--- src/rtl/psm_pkg.sv ---
`timescale 1ns / 1ps
package psm_pkg;

    localparam int CFG_INDEX_BITS = 1;
    localparam int CFG_DATA_BITS  = 12;
    localparam int ROW_BITS       = 12;

    localparam logic [CFG_INDEX_BITS-1:0] REG_GRAY_MODE  = 1'b0;
    localparam logic [CFG_INDEX_BITS-1:0] REG_ROW_LENGTH = 1'b1;

    typedef enum logic [1:0] {
        GRAY_LUMA = 2'd0,
        GRAY_AVG  = 2'd1,
        GRAY_MID  = 2'd2
    } gray_mode_t;

    localparam logic [ROW_BITS-1:0] ROW_LENGTH_RESET = 12'd900;
    localparam logic [6:0]          NEWLINE_CODE     = 7'd10;

    // Q16 luminosity weights, 0.21 / 0.72 / 0.07; they sum to 65536
    localparam logic [15:0] LUMA_W_RED   = 16'd13763;
    localparam logic [15:0] LUMA_W_GREEN = 16'd47186;
    localparam logic [15:0] LUMA_W_BLUE  = 16'd4587;

    // floor(s / 3) == (s * 683) >> 11 for every s below 2048
    localparam logic [10:0] AVG_RECIP = 11'd683;
    localparam int          AVG_SHIFT = 11;

    localparam int SHADE_LEVELS = 13;

    localparam logic [7:0] SHADE_LIMITS [SHADE_LEVELS-1] = '{
        8'd240, 8'd220, 8'd200, 8'd175, 8'd150, 8'd125,
        8'd100, 8'd80,  8'd55,  8'd40,  8'd25,  8'd10
    };

    // ' ' '.' '^' '!' '{' 'L' 'p' 'o' '8' '%' 'B' '@' '$'
    localparam logic [6:0] SHADE_CODES [SHADE_LEVELS] = '{
        7'h20, 7'h2E, 7'h5E, 7'h21, 7'h7B, 7'h4C, 7'h70,
        7'h6F, 7'h38, 7'h25, 7'h42, 7'h40, 7'h24
    };

    typedef struct packed {
        logic [7:0] red;
        logic [7:0] green;
        logic [7:0] blue;
    } pixel_t;

    typedef struct packed {
        logic [6:0] shade;
        logic [7:0] gray;
        logic       row_end;
    } pixel_result_t;

    // First threshold the gray level reaches picks the character
    function automatic logic [6:0] shade_of(input logic [7:0] gray);
        logic [6:0] code;
        code = SHADE_CODES[SHADE_LEVELS-1];
        for (int i = SHADE_LEVELS - 2; i >= 0; i--)
        begin
            if (gray >= SHADE_LIMITS[i])
            begin
                code = SHADE_CODES[i];
            end
        end
        return code;
    endfunction

endpackage

--- src/rtl/psm_pixel_if.sv ---
`timescale 1ns / 1ps
interface psm_pixel_if;
    logic       valid;
    logic       ready;
    logic [7:0] pixel_red;
    logic [7:0] pixel_green;
    logic [7:0] pixel_blue;

    modport source (output valid, output pixel_red, output pixel_green, output pixel_blue,
                    input ready);
    modport sink   (input valid, input pixel_red, input pixel_green, input pixel_blue,
                    output ready);
endinterface

--- src/rtl/psm_shade_if.sv ---
`timescale 1ns / 1ps
interface psm_shade_if;
    logic       valid;
    logic       ready;
    logic [6:0] shade_char;
    logic [7:0] gray_value;
    logic       last_result;

    modport source (output valid, output shade_char, output gray_value, output last_result,
                    input ready);
    modport sink   (input valid, input shade_char, input gray_value, input last_result,
                    output ready);
endinterface

--- src/rtl/psm_gray_unit.sv ---
`timescale 1ns / 1ps
module psm_gray_unit
    import psm_pkg::*;
(
    input  pixel_t     pix,
    input  logic [1:0] mode,
    output logic [7:0] gray,
    output logic [6:0] shade
);

    logic [23:0] luma_sum;
    logic [9:0]  chan_sum;
    logic [20:0] avg_prod;
    logic [7:0]  chan_max;
    logic [7:0]  chan_min;
    logic [8:0]  mid_sum;

    always_comb
    begin
        luma_sum = 24'(LUMA_W_RED) * 24'(pix.red)
                 + 24'(LUMA_W_GREEN) * 24'(pix.green)
                 + 24'(LUMA_W_BLUE) * 24'(pix.blue);

        chan_sum = 10'(pix.red) + 10'(pix.green) + 10'(pix.blue);
        avg_prod = 21'(chan_sum) * 21'(AVG_RECIP);

        chan_max = pix.red;
        if (pix.green > chan_max)
        begin
            chan_max = pix.green;
        end
        if (pix.blue > chan_max)
        begin
            chan_max = pix.blue;
        end
        chan_min = pix.red;
        if (pix.green < chan_min)
        begin
            chan_min = pix.green;
        end
        if (pix.blue < chan_min)
        begin
            chan_min = pix.blue;
        end
        mid_sum = 9'(chan_max) + 9'(chan_min);

        // the unused mode code falls back to the midpoint
        case (mode)
            GRAY_LUMA: gray = luma_sum[23:16];
            GRAY_AVG:  gray = avg_prod[AVG_SHIFT+7:AVG_SHIFT];
            default:   gray = mid_sum[8:1];
        endcase

        shade = shade_of(gray);
    end

endmodule

--- src/rtl/psm_row_counter.sv ---
`timescale 1ns / 1ps
module psm_row_counter
    import psm_pkg::*;
#(
    parameter int COLUMN_BITS = 12
)
(
    input  logic                clk,
    input  logic                rst_n,
    input  logic                advance,
    input  logic [ROW_BITS-1:0] row_length,
    output logic                row_end
);

    localparam int CMP_BITS = (COLUMN_BITS + 1 > ROW_BITS) ? COLUMN_BITS + 1 : ROW_BITS;

    logic [COLUMN_BITS-1:0] count_reg;
    logic [COLUMN_BITS-1:0] count_next;
    logic [COLUMN_BITS:0]   bumped;

    always_comb
    begin
        bumped = {1'b0, count_reg} + (COLUMN_BITS + 1)'(1);
        // a zero row length ends every row; a wrapped counter ends it too
        row_end = (CMP_BITS'(bumped) >= CMP_BITS'(row_length)) || bumped[COLUMN_BITS];
        count_next = count_reg;
        if (advance)
        begin
            count_next = row_end ? '0 : bumped[COLUMN_BITS-1:0];
        end
    end

    always_ff @(posedge clk or negedge rst_n)
    begin
        if (!rst_n)
        begin
            count_reg <= '0;
        end
        else
        begin
            count_reg <= count_next;
        end
    end

endmodule

--- src/rtl/psm_result_stage.sv ---
`timescale 1ns / 1ps
module psm_result_stage
    import psm_pkg::*;
(
    input  logic          clk,
    input  logic          rst_n,
    input  logic          load,
    input  pixel_result_t load_data,
    output logic          free,
    psm_shade_if.source   result
);

    logic       valid_reg;
    logic       valid_next;
    logic       nl_pend_reg;
    logic       nl_pend_next;
    logic [6:0] shade_reg;
    logic [6:0] shade_next;
    logic [7:0] gray_reg;
    logic [7:0] gray_next;
    logic       last_reg;
    logic       last_next;
    logic       take;

    always_comb
    begin
        take = valid_reg && result.ready;
        // the slot frees only once no newline is left behind the shown item
        free = !valid_reg || (result.ready && !nl_pend_reg);

        valid_next   = valid_reg;
        nl_pend_next = nl_pend_reg;
        shade_next   = shade_reg;
        gray_next    = gray_reg;
        last_next    = last_reg;

        if (take && nl_pend_reg)
        begin
            nl_pend_next = 1'b0;
            shade_next   = NEWLINE_CODE;
            gray_next    = 8'd0;
            last_next    = 1'b1;
        end
        else if (load)
        begin
            valid_next   = 1'b1;
            nl_pend_next = load_data.row_end;
            shade_next   = load_data.shade;
            gray_next    = load_data.gray;
            last_next    = !load_data.row_end;
        end
        else if (take)
        begin
            valid_next = 1'b0;
        end
    end

    always_ff @(posedge clk or negedge rst_n)
    begin
        if (!rst_n)
        begin
            valid_reg   <= 1'b0;
            nl_pend_reg <= 1'b0;
        end
        else
        begin
            valid_reg   <= valid_next;
            nl_pend_reg <= nl_pend_next;
        end
    end

    always_ff @(posedge clk)
    begin
        shade_reg <= shade_next;
        gray_reg  <= gray_next;
        last_reg  <= last_next;
    end

    assign result.valid       = valid_reg;
    assign result.shade_char  = shade_reg;
    assign result.gray_value  = gray_reg;
    assign result.last_result = last_reg;

endmodule

--- src/rtl/pixel_to_ascii_shade_mapper.sv ---
`timescale 1ns / 1ps
// Pixel to ASCII shade mapper.
// pixel: one RGB pixel per item (valid/ready). result: one shade character
// per pixel, plus a newline item (code 10, gray 0) after the last pixel of
// each row; last_result marks the final item a pixel causes.
// Configuration: wr_en/wr_index/wr_data; index 0 is gray_mode (0 luminosity,
// 1 average, 2 or 3 midpoint of max and min), index 1 is row_length.
// Write registers only while no pixel is in flight.
// A pixel accepted into the input register has its result worked out
// combinationally and loaded into the result register once that is free;
// the result is valid from then on.
// Throughput: one pixel per cycle while the receiver takes results; after a
// row end the single result register holds the pixel and then the newline
// and takes no new pixel until the newline is taken.
// Reset: gray_mode 2, row_length 900, column count 0, both stages empty.
// When the receiver stalls, the result register holds its item; the input
// register takes a pixel only while it is empty, and pixel.ready then drops.
module pixel_to_ascii_shade_mapper
    import psm_pkg::*;
#(
    parameter int COLUMN_BITS = 12
)
(
    input  logic                      clk,
    input  logic                      rst_n,
    input  logic                      wr_en,
    input  logic [CFG_INDEX_BITS-1:0] wr_index,
    input  logic [CFG_DATA_BITS-1:0]  wr_data,
    psm_pixel_if.sink                 pixel,
    psm_shade_if.source               result
);

    logic [1:0]          gray_mode_reg;
    logic [ROW_BITS-1:0] row_length_reg;
    logic                in_valid_reg;
    pixel_t              in_pix_reg;
    logic                out_free;
    logic                advance;
    logic                row_end;
    logic [7:0]          gray;
    logic [6:0]          shade;
    pixel_result_t       stage_data;

    always_ff @(posedge clk or negedge rst_n)
    begin
        if (!rst_n)
        begin
            gray_mode_reg  <= GRAY_MID;
            row_length_reg <= ROW_LENGTH_RESET;
        end
        else if (wr_en)
        begin
            case (wr_index)
                REG_GRAY_MODE:  gray_mode_reg  <= wr_data[1:0];
                REG_ROW_LENGTH: row_length_reg <= wr_data[ROW_BITS-1:0];
                default:        ;
            endcase
        end
    end

    assign pixel.ready = !in_valid_reg || out_free;
    assign advance     = in_valid_reg && out_free;

    always_ff @(posedge clk or negedge rst_n)
    begin
        if (!rst_n)
        begin
            in_valid_reg <= 1'b0;
        end
        else if (pixel.ready)
        begin
            in_valid_reg <= pixel.valid;
        end
    end

    always_ff @(posedge clk)
    begin
        if (pixel.valid && pixel.ready)
        begin
            in_pix_reg <= '{red: pixel.pixel_red, green: pixel.pixel_green,
                            blue: pixel.pixel_blue};
        end
    end

    psm_gray_unit u_gray
    (
        .pix   (in_pix_reg),
        .mode  (gray_mode_reg),
        .gray  (gray),
        .shade (shade)
    );

    psm_row_counter #(
        .COLUMN_BITS (COLUMN_BITS)
    ) u_row
    (
        .clk        (clk),
        .rst_n      (rst_n),
        .advance    (advance),
        .row_length (row_length_reg),
        .row_end    (row_end)
    );

    assign stage_data = '{shade: shade, gray: gray, row_end: row_end};

    psm_result_stage u_result
    (
        .clk       (clk),
        .rst_n     (rst_n),
        .load      (advance),
        .load_data (stage_data),
        .free      (out_free),
        .result    (result)
    );

    // a pixel that ends a row is always followed by its newline
    a_newline_follows: assert property (@(posedge clk) disable iff (!rst_n)
        result.valid && result.ready && !result.last_result
        |=> result.valid && result.shade_char == NEWLINE_CODE)
        else $error("row end pixel not followed by newline");

    a_newline_payload: assert property (@(posedge clk) disable iff (!rst_n)
        result.valid && result.shade_char == NEWLINE_CODE
        |-> result.gray_value == 8'd0 && result.last_result)
        else $error("newline item carries a bad payload");

    // the input side stalls only behind a waiting result
    a_stall_cause: assert property (@(posedge clk) disable iff (!rst_n)
        !pixel.ready |-> result.valid)
        else $error("pixel stalled with no result pending");

endmodule
--- src/flat_wrapper.sv ---
// flat-port wrapper written by rule: the top's interface ports become plain ports
module pixel_to_ascii_shade_mapper_flat import psm_pkg::*;
#(
    parameter int COLUMN_BITS = 12
)
  (clk, rst_n, wr_en, wr_index, wr_data, pixel_valid, pixel_pixel_red, pixel_pixel_green, pixel_pixel_blue, pixel_ready, result_valid, result_shade_char, result_gray_value, result_last_result, result_ready);
  psm_pixel_if pixel_i ();
  psm_shade_if result_i ();
  input  logic clk;
  input  logic rst_n;
  input  logic wr_en;
  input  logic [CFG_INDEX_BITS-1:0] wr_index;
  input  logic [CFG_DATA_BITS-1:0] wr_data;
  input wire logic [$bits(pixel_i.valid)-1:0] pixel_valid;
  input wire logic [$bits(pixel_i.pixel_red)-1:0] pixel_pixel_red;
  input wire logic [$bits(pixel_i.pixel_green)-1:0] pixel_pixel_green;
  input wire logic [$bits(pixel_i.pixel_blue)-1:0] pixel_pixel_blue;
  output wire logic [$bits(pixel_i.ready)-1:0] pixel_ready;
  output wire logic [$bits(result_i.valid)-1:0] result_valid;
  output wire logic [$bits(result_i.shade_char)-1:0] result_shade_char;
  output wire logic [$bits(result_i.gray_value)-1:0] result_gray_value;
  output wire logic [$bits(result_i.last_result)-1:0] result_last_result;
  input wire logic [$bits(result_i.ready)-1:0] result_ready;
  assign pixel_i.valid = pixel_valid;
  assign pixel_i.pixel_red = pixel_pixel_red;
  assign pixel_i.pixel_green = pixel_pixel_green;
  assign pixel_i.pixel_blue = pixel_pixel_blue;
  assign pixel_ready = pixel_i.ready;
  assign result_valid = result_i.valid;
  assign result_shade_char = result_i.shade_char;
  assign result_gray_value = result_i.gray_value;
  assign result_last_result = result_i.last_result;
  assign result_i.ready = result_ready;
  pixel_to_ascii_shade_mapper #(.COLUMN_BITS(COLUMN_BITS)) u_core (.clk(clk), .rst_n(rst_n), .wr_en(wr_en), .wr_index(wr_index), .wr_data(wr_data), .pixel(pixel_i), .result(result_i));
endmodule
--- config.mk ---
export PLATFORM = sky130hd
export DESIGN_NAME = pixel_to_ascii_shade_mapper_flat
export DESIGN_NICKNAME = d
export VERILOG_FILES = /design/src/rtl/psm_pkg.sv /design/src/rtl/psm_pixel_if.sv /design/src/rtl/psm_shade_if.sv /design/src/rtl/psm_gray_unit.sv /design/src/rtl/psm_row_counter.sv /design/src/rtl/psm_result_stage.sv /design/src/rtl/pixel_to_ascii_shade_mapper.sv /design/src/flat_wrapper.sv
export SDC_FILE = /design/constraint.sdc
export NUM_CORES = 1
export LEC_CHECK = 0
export ABC_AREA = 1
export CELL_PAD_IN_SITES_DETAIL_PLACEMENT = 1
export CELL_PAD_IN_SITES_GLOBAL_PLACEMENT = 1
export CORE_MARGIN = 1.5
export CORE_UTILIZATION = 55
export DETAILED_ROUTE_END_ITERATION = 8
export DONT_BUFFER_PORTS = 1
export PLACE_DENSITY_LB_ADDON = 0.1
export SLEW_MARGIN = 20
export SYNTH_ARGS = -nofsm -noshare
export SYNTH_HDL_FRONTEND = slang
export SYNTH_SLANG_ARGS = --single-unit
--- constraint.sdc ---
create_clock -name clk -period 17.2 [get_ports clk]
set_input_delay 3.44 -clock clk [delete_from_list [all_inputs] [get_ports clk]]
set_output_delay 3.44 -clock clk [all_outputs]
set_load 0.01 [all_outputs]
Word-level counts from Yosys, hierarchy flattened

Cells that the tools add are included.

Equality and inequality tests: 1
Reductions and logical operators: 18
Muxes and demuxes: 22
$lt $le $gt $ge: 17
Bitwise operators: 2
Add/sub/neg operators: 6
Multipliers: 4

Operators with widths:

| operator                                                               | count |
|---|---|
| 7-bit 2-to-1 mux                                                       | 12 |
| 8-bit >= comparator (second input constant)                            | 5 |
| 8-bit 2-to-1 mux                                                       | 4 |
| 22-bit by 24-bit adder with 24-bit output                              | 1 |
| 24-bit by 21-bit adder with 24-bit output                              | 1 |
| 8-bit by 7-bit >= comparator with 1-bit output (second input constant) | 3 |
| 15-bit by 8-bit multiplier with 23-bit output (first input constant)   | 1 |
| 14-bit by 8-bit multiplier with 22-bit output (first input constant)   | 1 |
| 13-bit by 8-bit multiplier with 21-bit output (first input constant)   | 1 |
| 10-bit by 10-bit multiplier with 19-bit output (second input constant) | 1 |
| 8-bit by 8-bit adder with 9-bit output                                 | 2 |
| 8-bit by 6-bit >= comparator with 1-bit output (second input constant) | 2 |
| 8-bit > comparator                                                     | 2 |
| 8-bit < comparator                                                     | 2 |
| 8-bit case mux with 2 select lines                                     | 1 |
| 12-bit by 1-bit adder with 13-bit output (second input constant)       | 1 |
| 13-bit by 12-bit >= comparator with 1-bit output                       | 1 |
| 12-bit 2-to-1 mux                                                      | 1 |
| 9-bit by 8-bit adder with 10-bit output                                | 1 |
| 8-bit by 4-bit >= comparator with 1-bit output (second input constant) | 1 |
| 8-bit by 5-bit >= comparator with 1-bit output (second input constant) | 1 |
| 2-bit AND reduction                                                    | 3 |
| 1-bit logical AND                                                      | 5 |
| 1-bit zero test                                                        | 4 |
| other kinds (6)                                                        | 13 |

Output and inout port bits: 18
Word-level logic and storage cells: 82
Bits in registers: 69

Depth between registers and ports, before layout

Depth in word-level cells: 19
Mapped depth: 44
Mapped depth without buffers: 44

Cells and area by module

From an unflattened synthesis, not the netlist that was laid out.

Cell total of the unflattened synthesis: 1,653
Area, all modules: 13,431.6 um^2

Modules (own cells, without submodules):

| module                      | area each (um^2) | seq. area each (um^2) | times used | cells an instance |
|---|---|---|---|---|
| psm_gray_unit               | 10,126.0         | 0.0                   | 1          | 1,264 |
| pixel_to_ascii_shade_mapper | 1,347.5          | 1,102.3               | 1          | 95 |
| psm_row_counter             | 1,197.4          | 300.3                 | 1          | 189 |
| psm_result_stage            | 760.7            | 370.4                 | 1          | 105 |

Worst setup path after synthesis

No wires, ideal clock.

Path type: input to output
From: input result_ready
To: output pixel_ready
Slack: 9.930 ns
Cell stages on the path: 4
Data required time: 13.760 ns
Arrival: 3.830 ns
Path through: inv_1 > o21ai_0 > inv_1 > nand2_1

Cells in the longest elaborated chain, start to end: 3

Ends and longest elaborated chain:

| element           | line                              | source |
|---|---|---|
| start, declared   | flat_wrapper.sv:23                | `input wire logic [$bits(result_i.ready)-1:0] result_ready;` |
| 1-bit logical AND | psm_result_stage.sv:29            | `free = !valid_reg \|\| (result.ready && !nl_pend_reg);` |
| 1-bit logical OR  | psm_result_stage.sv:29            |  |
| 1-bit logical OR  | pixel_to_ascii_shade_mapper.sv:61 | `assign pixel.ready = !in_valid_reg \|\| out_free;` |
| end, declared     | flat_wrapper.sv:18                | `output wire logic [$bits(pixel_i.ready)-1:0] pixel_ready;` |

Every way passes these cells.

Final worst setup path

From: register u_core.in_pix_reg[10] (netlist name)
To: register u_core.u_result.shade_reg[4], in the netlist u_core.u_result.result.shade_char[4]

Cells in the longest elaborated chain, start to end: 18
Elaborated cells on any way between the ends: 38
Those cells by class: add/sub: 5; mul: 2; order compare: 15; mux: 16

Ends and longest elaborated chain:

| element                                                                           | line                              | source |
|---|---|---|
| start, declared                                                                   | pixel_to_ascii_shade_mapper.sv:36 | `pixel_t in_pix_reg;` |
| start signal, assigned                                                            | pixel_to_ascii_shade_mapper.sv:80 | `in_pix_reg <= '{red: pixel.pixel_red, green: pixel.pixel_green,` |
| branches (longest 5 deep; another with 22-bit by 24-bit adder with 24-bit output) | n/a                               |  |
| 8-bit case mux with 2 select lines (*)                                            | psm_gray_unit.sv:48               | `case (mode)` |
| 8-bit by 5-bit >= comparator with 1-bit output                                    | psm_pkg.sv:60                     | `if (gray >= SHADE_LIMITS[i])` |
| 7-bit 2-to-1 mux (10 in a row)                                                    | psm_pkg.sv:60                     |  |
| 7-bit 2-to-1 mux (*)                                                              | psm_pkg.sv:60                     |  |
| end signal, assigned                                                              | psm_result_stage.sv:74            | `shade_reg <= shade_next;` |
| end, declared                                                                     | psm_result_stage.sv:17            | `logic [6:0] shade_reg;` |

Mark *: on every way between the ends.
A chain may end at the register's enable or synchronous reset.

==> metrics.log <==
INFO  metric status = completed
INFO  metric synth_seq_area_share = 0.139
INFO  metric maxCapViolations = 0
INFO  metric dr_total_vias = 10.2k
INFO  metric global_route_wire_length_before_repair = 59.4 mm
INFO  metric totalNegativeSetupSlack = 0 ns
INFO  metric initial_core_util = 0.563
INFO  metric hold_viol_final = 0
INFO  metric worstReg2RegStart = u_core.in_pix_reg[10]
INFO  metric clock_transition_at_path_regs = 0.07 ns
INFO  metric filler_instances = 2760
INFO  metric place.gp.congestion = 0.915
INFO  metric post_cts_buffers = 0
INFO  metric worst-r2r-cell-count = 40
INFO  metric drt_iter0_drc = 500
INFO  metric timing.setup.critical_path_class = flip-flop to flip-flop
INFO  metric timing.critical_path.required = 17.43 ns
INFO  metric post-dp-hpwl = 31.9 mm
INFO  metric timing.critical_path.slowest_cell_delay = 0.76 ns
INFO  metric post_synth.cell_area_avg = 8.48 um^2
INFO  metric r2r_slack = 8.77 ns
INFO  metric setup_viol_count_final = 0
INFO  metric groute.layer.met2.usage = 0.553
INFO  metric cts_sinks = 69
INFO  metric achievable-frequency = 0.119 GHz
INFO  metric main_area_contributors_after_synthesis = sky130_fd_sc_hd__ha_1 (27%), sky130_fd_sc_hd__fa_1 (23%), sky130_fd_sc_hd__inv_1 (11%)
INFO  metric top_usage_layer = met2
INFO  metric fp.coreArea = 22700 um^2
INFO  metric floorplan.die_area = 24200 um^2
INFO  metric hold_class = flip-flop to flip-flop
INFO  metric routed_via_density = 5.66
INFO  metric rsz_0062_raised_after_global_routing = no
INFO  metric period_minus_slack = 8.43 ns
INFO  metric cts_inserted_buffers = 9
INFO  metric finalMaxSlewViolations = 0
INFO  metric min_period_over_period = 0.490
INFO  metric grt_remaining_overflow = 0
INFO  metric post-synth-top-area-cell = sky130_fd_sc_hd__ha_1
INFO  metric timing.critical_path.from_type = flip-flop
INFO  metric slew_headroom = 0.310
INFO  metric ys.flop_type = sky130_fd_sc_hd__edfxtp_1
INFO  metric grt_usage = 0.321
INFO  metric buffer_ports.inserted = 0
INFO  metric worst_r2r_endpoint = u_core.u_result.result.shade_char[4]
INFO  metric die_width = 155 um
INFO  metric area_delta_synth_final = 5.04%
INFO  metric holdPathEnd = u_core.row_length_reg[8]
INFO  metric worst_setup_path_end_kind = flip-flop
INFO  metric synth_top_area_share = 0.266
INFO  metric synth_enable_flop_cells = 24
INFO  metric yosys_warnings = 0
INFO  metric wl = 36.8 mm
INFO  metric crit_top_cell = sky130_fd_sc_hd__nand2_1
INFO  metric die-height = 155 um
INFO  metric tritoncts = built
INFO  metric cts_repair_resized_insts = 0
INFO  metric final_net_count = 1970
INFO  metric clock_latency_on_the_worst_skew_pair = 0.35 ns
INFO  metric worst-slew-pin-transition = 1.03 ns
INFO  metric finalClockSkew = 0.00988 ns
INFO  metric antenna_found_initial = 4
INFO  metric max_reg_flops = 24
INFO  metric syn_inst = 1508
INFO  metric grt_start_max_net_pins = 30
INFO  metric post_layout_nonfiller_instances = 1803
INFO  metric synth_seq_cells = 69
INFO  metric post-route-drc-count = 0
INFO  metric worst_ep_arrival_time = 8.67 ns
INFO  metric number_of_global_route_vias_before_repair = 11.5k
INFO  metric timing.critical_path.slowest_stage_cell = sky130_fd_sc_hd__edfxtp_1
INFO  metric ioPinCount = 60
INFO  metric cts.path.max_buffers = 2
INFO  metric min_path_cells = 2
INFO  metric clock-root-buffer = sky130_fd_sc_hd__clkbuf_16
INFO  metric holdBufCountCts = 0
INFO  metric cell_variety_after_synth = 52
INFO  metric fp-row-count = 55
INFO  metric synth-async-reset-ratio = 0.420
INFO  metric global_route.usage.met3 = 0.0554
INFO  metric share_of_layout_cells_above_drive_strength_1 = 0.0482
INFO  metric final_antenna_net_count = 0
INFO  metric worstPathMaxFanout = 10
INFO  metric use_met1 = 0.405
INFO  metric holdCritStartpoint = u_core.row_length_reg[8]
INFO  metric drt-wirelength-per-cell = 20.4 um
INFO  metric cts-htree-levels = 3
INFO  metric detailedRoute.firstPassIterationCount = 5
INFO  metric synth.cell_area = 12800 um^2
INFO  metric syn-num-nets = 1967
INFO  metric placedCellCount = 1785
==> how the worst max path moves through the flow <==
stage	end	from	cells past startpoint	slack, ns
5_1_grt	u_core.u_result.result.shade_char[0]	u_core.in_pix_reg[10]	39	8.24
3_3_place_gp	u_core.u_result.result.shade_char[0]	u_core.in_pix_reg[10]	38	8.97
2_1_floorplan	pixel_ready	result_ready	4	9.93
3_5_place_dp	u_core.u_result.result.shade_char[0]	u_core.in_pix_reg[10]	38	8.83
4_1_cts	u_core.u_result.result.shade_char[0]	u_core.in_pix_reg[10]	38	8.80
6_report	u_core.u_result.result.shade_char[4]	u_core.in_pix_reg[10]	40	8.77
==> cell type report <==
class                      count  area [um^2]  share of cell area
antenna                        2         5.00            0.000373
clock buffer                   9          225              0.0168
clock inverter                 7         73.8             0.00550
inverter                     385         1450               0.108
multi-input combinational   1042         9520               0.709
sequential                    69         1770               0.132
tap                          285          357              0.0266
timing repair buffer           4         30.0             0.00224
==> through the flow <==
step | util | hold slack (ns) | area [um^2] | worst slack (ns)
after floorplan | - | 0.448 | 12800 | 9.93
after global placement | 0.578 | 0.463 | 13100 | 8.97
after detailed placement | 0.578 | 0.484 | 13100 | 8.83
after CTS | 0.591 | 0.497 | 13400 | 8.80
after global routing | 0.591 | 0.511 | 13400 | 8.24
final | 0.591 | 0.489 | 13400 | 8.77
==> per-layer routing <==
| metal | share of wire | wire, um |
|---|---|---|
| met1 | 0.43 | 15900 |
| met5 | 0.00033 | 12 |
| met4 | 0.031 | 1150 |
| met2 | 0.48 | 17800 |
| met3 | 0.054 | 2000 |
==> cells by family (layout without fill, tap and decap cells) <==
kind of cell    after synthesis  count (layout)  share of synthesized area
simple gates                355             355                      0.123
compound gates              229             229                      0.100
mux                           1               1                   0.000783
buf+inv                     397             405                      0.117
xor+xnor                     40              40                     0.0274
flops                        69              69                      0.139
other cells                   0               2                          0
fa+ha+maj                   417             417                      0.493
==> placed cells by master (no fill, tap or decap), types with 4 or more instances in the layout <==
cell type / instances
sky130_fd_sc_hd__inv_2: 6
sky130_fd_sc_hd__o21ai_1: 13
sky130_fd_sc_hd__nand3_2: 6
sky130_fd_sc_hd__fa_1: 145
sky130_fd_sc_hd__dfrtp_1: 24
sky130_fd_sc_hd__xnor2_1: 11
sky130_fd_sc_hd__a21o_1: 4
sky130_fd_sc_hd__o21a_1: 5
sky130_fd_sc_hd__o21bai_1: 5
sky130_fd_sc_hd__xor2_1: 29
sky130_fd_sc_hd__nor2_2: 4
sky130_fd_sc_hd__edfxtp_1: 24
sky130_fd_sc_hd__ha_1: 272
sky130_fd_sc_hd__or2_2: 4
sky130_fd_sc_hd__nand2_2: 11
sky130_fd_sc_hd__nor2_1: 60
sky130_fd_sc_hd__nand4_1: 7
sky130_fd_sc_hd__inv_1: 376
sky130_fd_sc_hd__o21ai_0: 68
sky130_fd_sc_hd__clkbuf_16: 9
sky130_fd_sc_hd__dfstp_2: 5
sky130_fd_sc_hd__inv_6: 4
sky130_fd_sc_hd__nor3_1: 4
sky130_fd_sc_hd__dfxtp_1: 16
sky130_fd_sc_hd__o21ai_2: 4
sky130_fd_sc_hd__o22ai_1: 6
sky130_fd_sc_hd__a21oi_1: 97
sky130_fd_sc_hd__buf_4: 4
sky130_fd_sc_hd__a21oi_2: 5
sky130_fd_sc_hd__o211ai_1: 7
sky130_fd_sc_hd__nand2_1: 197
sky130_fd_sc_hd__nand3_1: 50
sky130_fd_sc_hd__a31oi_1: 5
==> synthesized netlist by cell type (7+ instances only) <==
master	count
sky130_fd_sc_hd__nand2_1	197
sky130_fd_sc_hd__o21ai_0	68
sky130_fd_sc_hd__inv_1	377
sky130_fd_sc_hd__dfxtp_1	16
sky130_fd_sc_hd__ha_1	272
sky130_fd_sc_hd__xnor2_1	11
sky130_fd_sc_hd__edfxtp_1	24
sky130_fd_sc_hd__o211ai_1	7
sky130_fd_sc_hd__nor2_1	60
sky130_fd_sc_hd__a21oi_1	97
sky130_fd_sc_hd__clkbuf_1	11
sky130_fd_sc_hd__nand3_1	50
sky130_fd_sc_hd__fa_1	145
sky130_fd_sc_hd__dfrtp_1	24
sky130_fd_sc_hd__nand2_2	11
sky130_fd_sc_hd__xor2_1	29
sky130_fd_sc_hd__nand4_1	7
sky130_fd_sc_hd__o21ai_1	13
==> critical path: cells and delay by family, from the launching register on <==
kind,cells,cell delay [ns]
AOI/OAI and AO/OA,11,1.78
xor gates and xnor gates,1,0.20
adders and majority gates,10,3.94
buffers and inverters,4,0.40
DFF,1,0.76
and+or+nand+nor,14,1.23
Power is not shown: default switching activity piles up to over one toggle a cycle in this logic, so the estimate is an artifact.
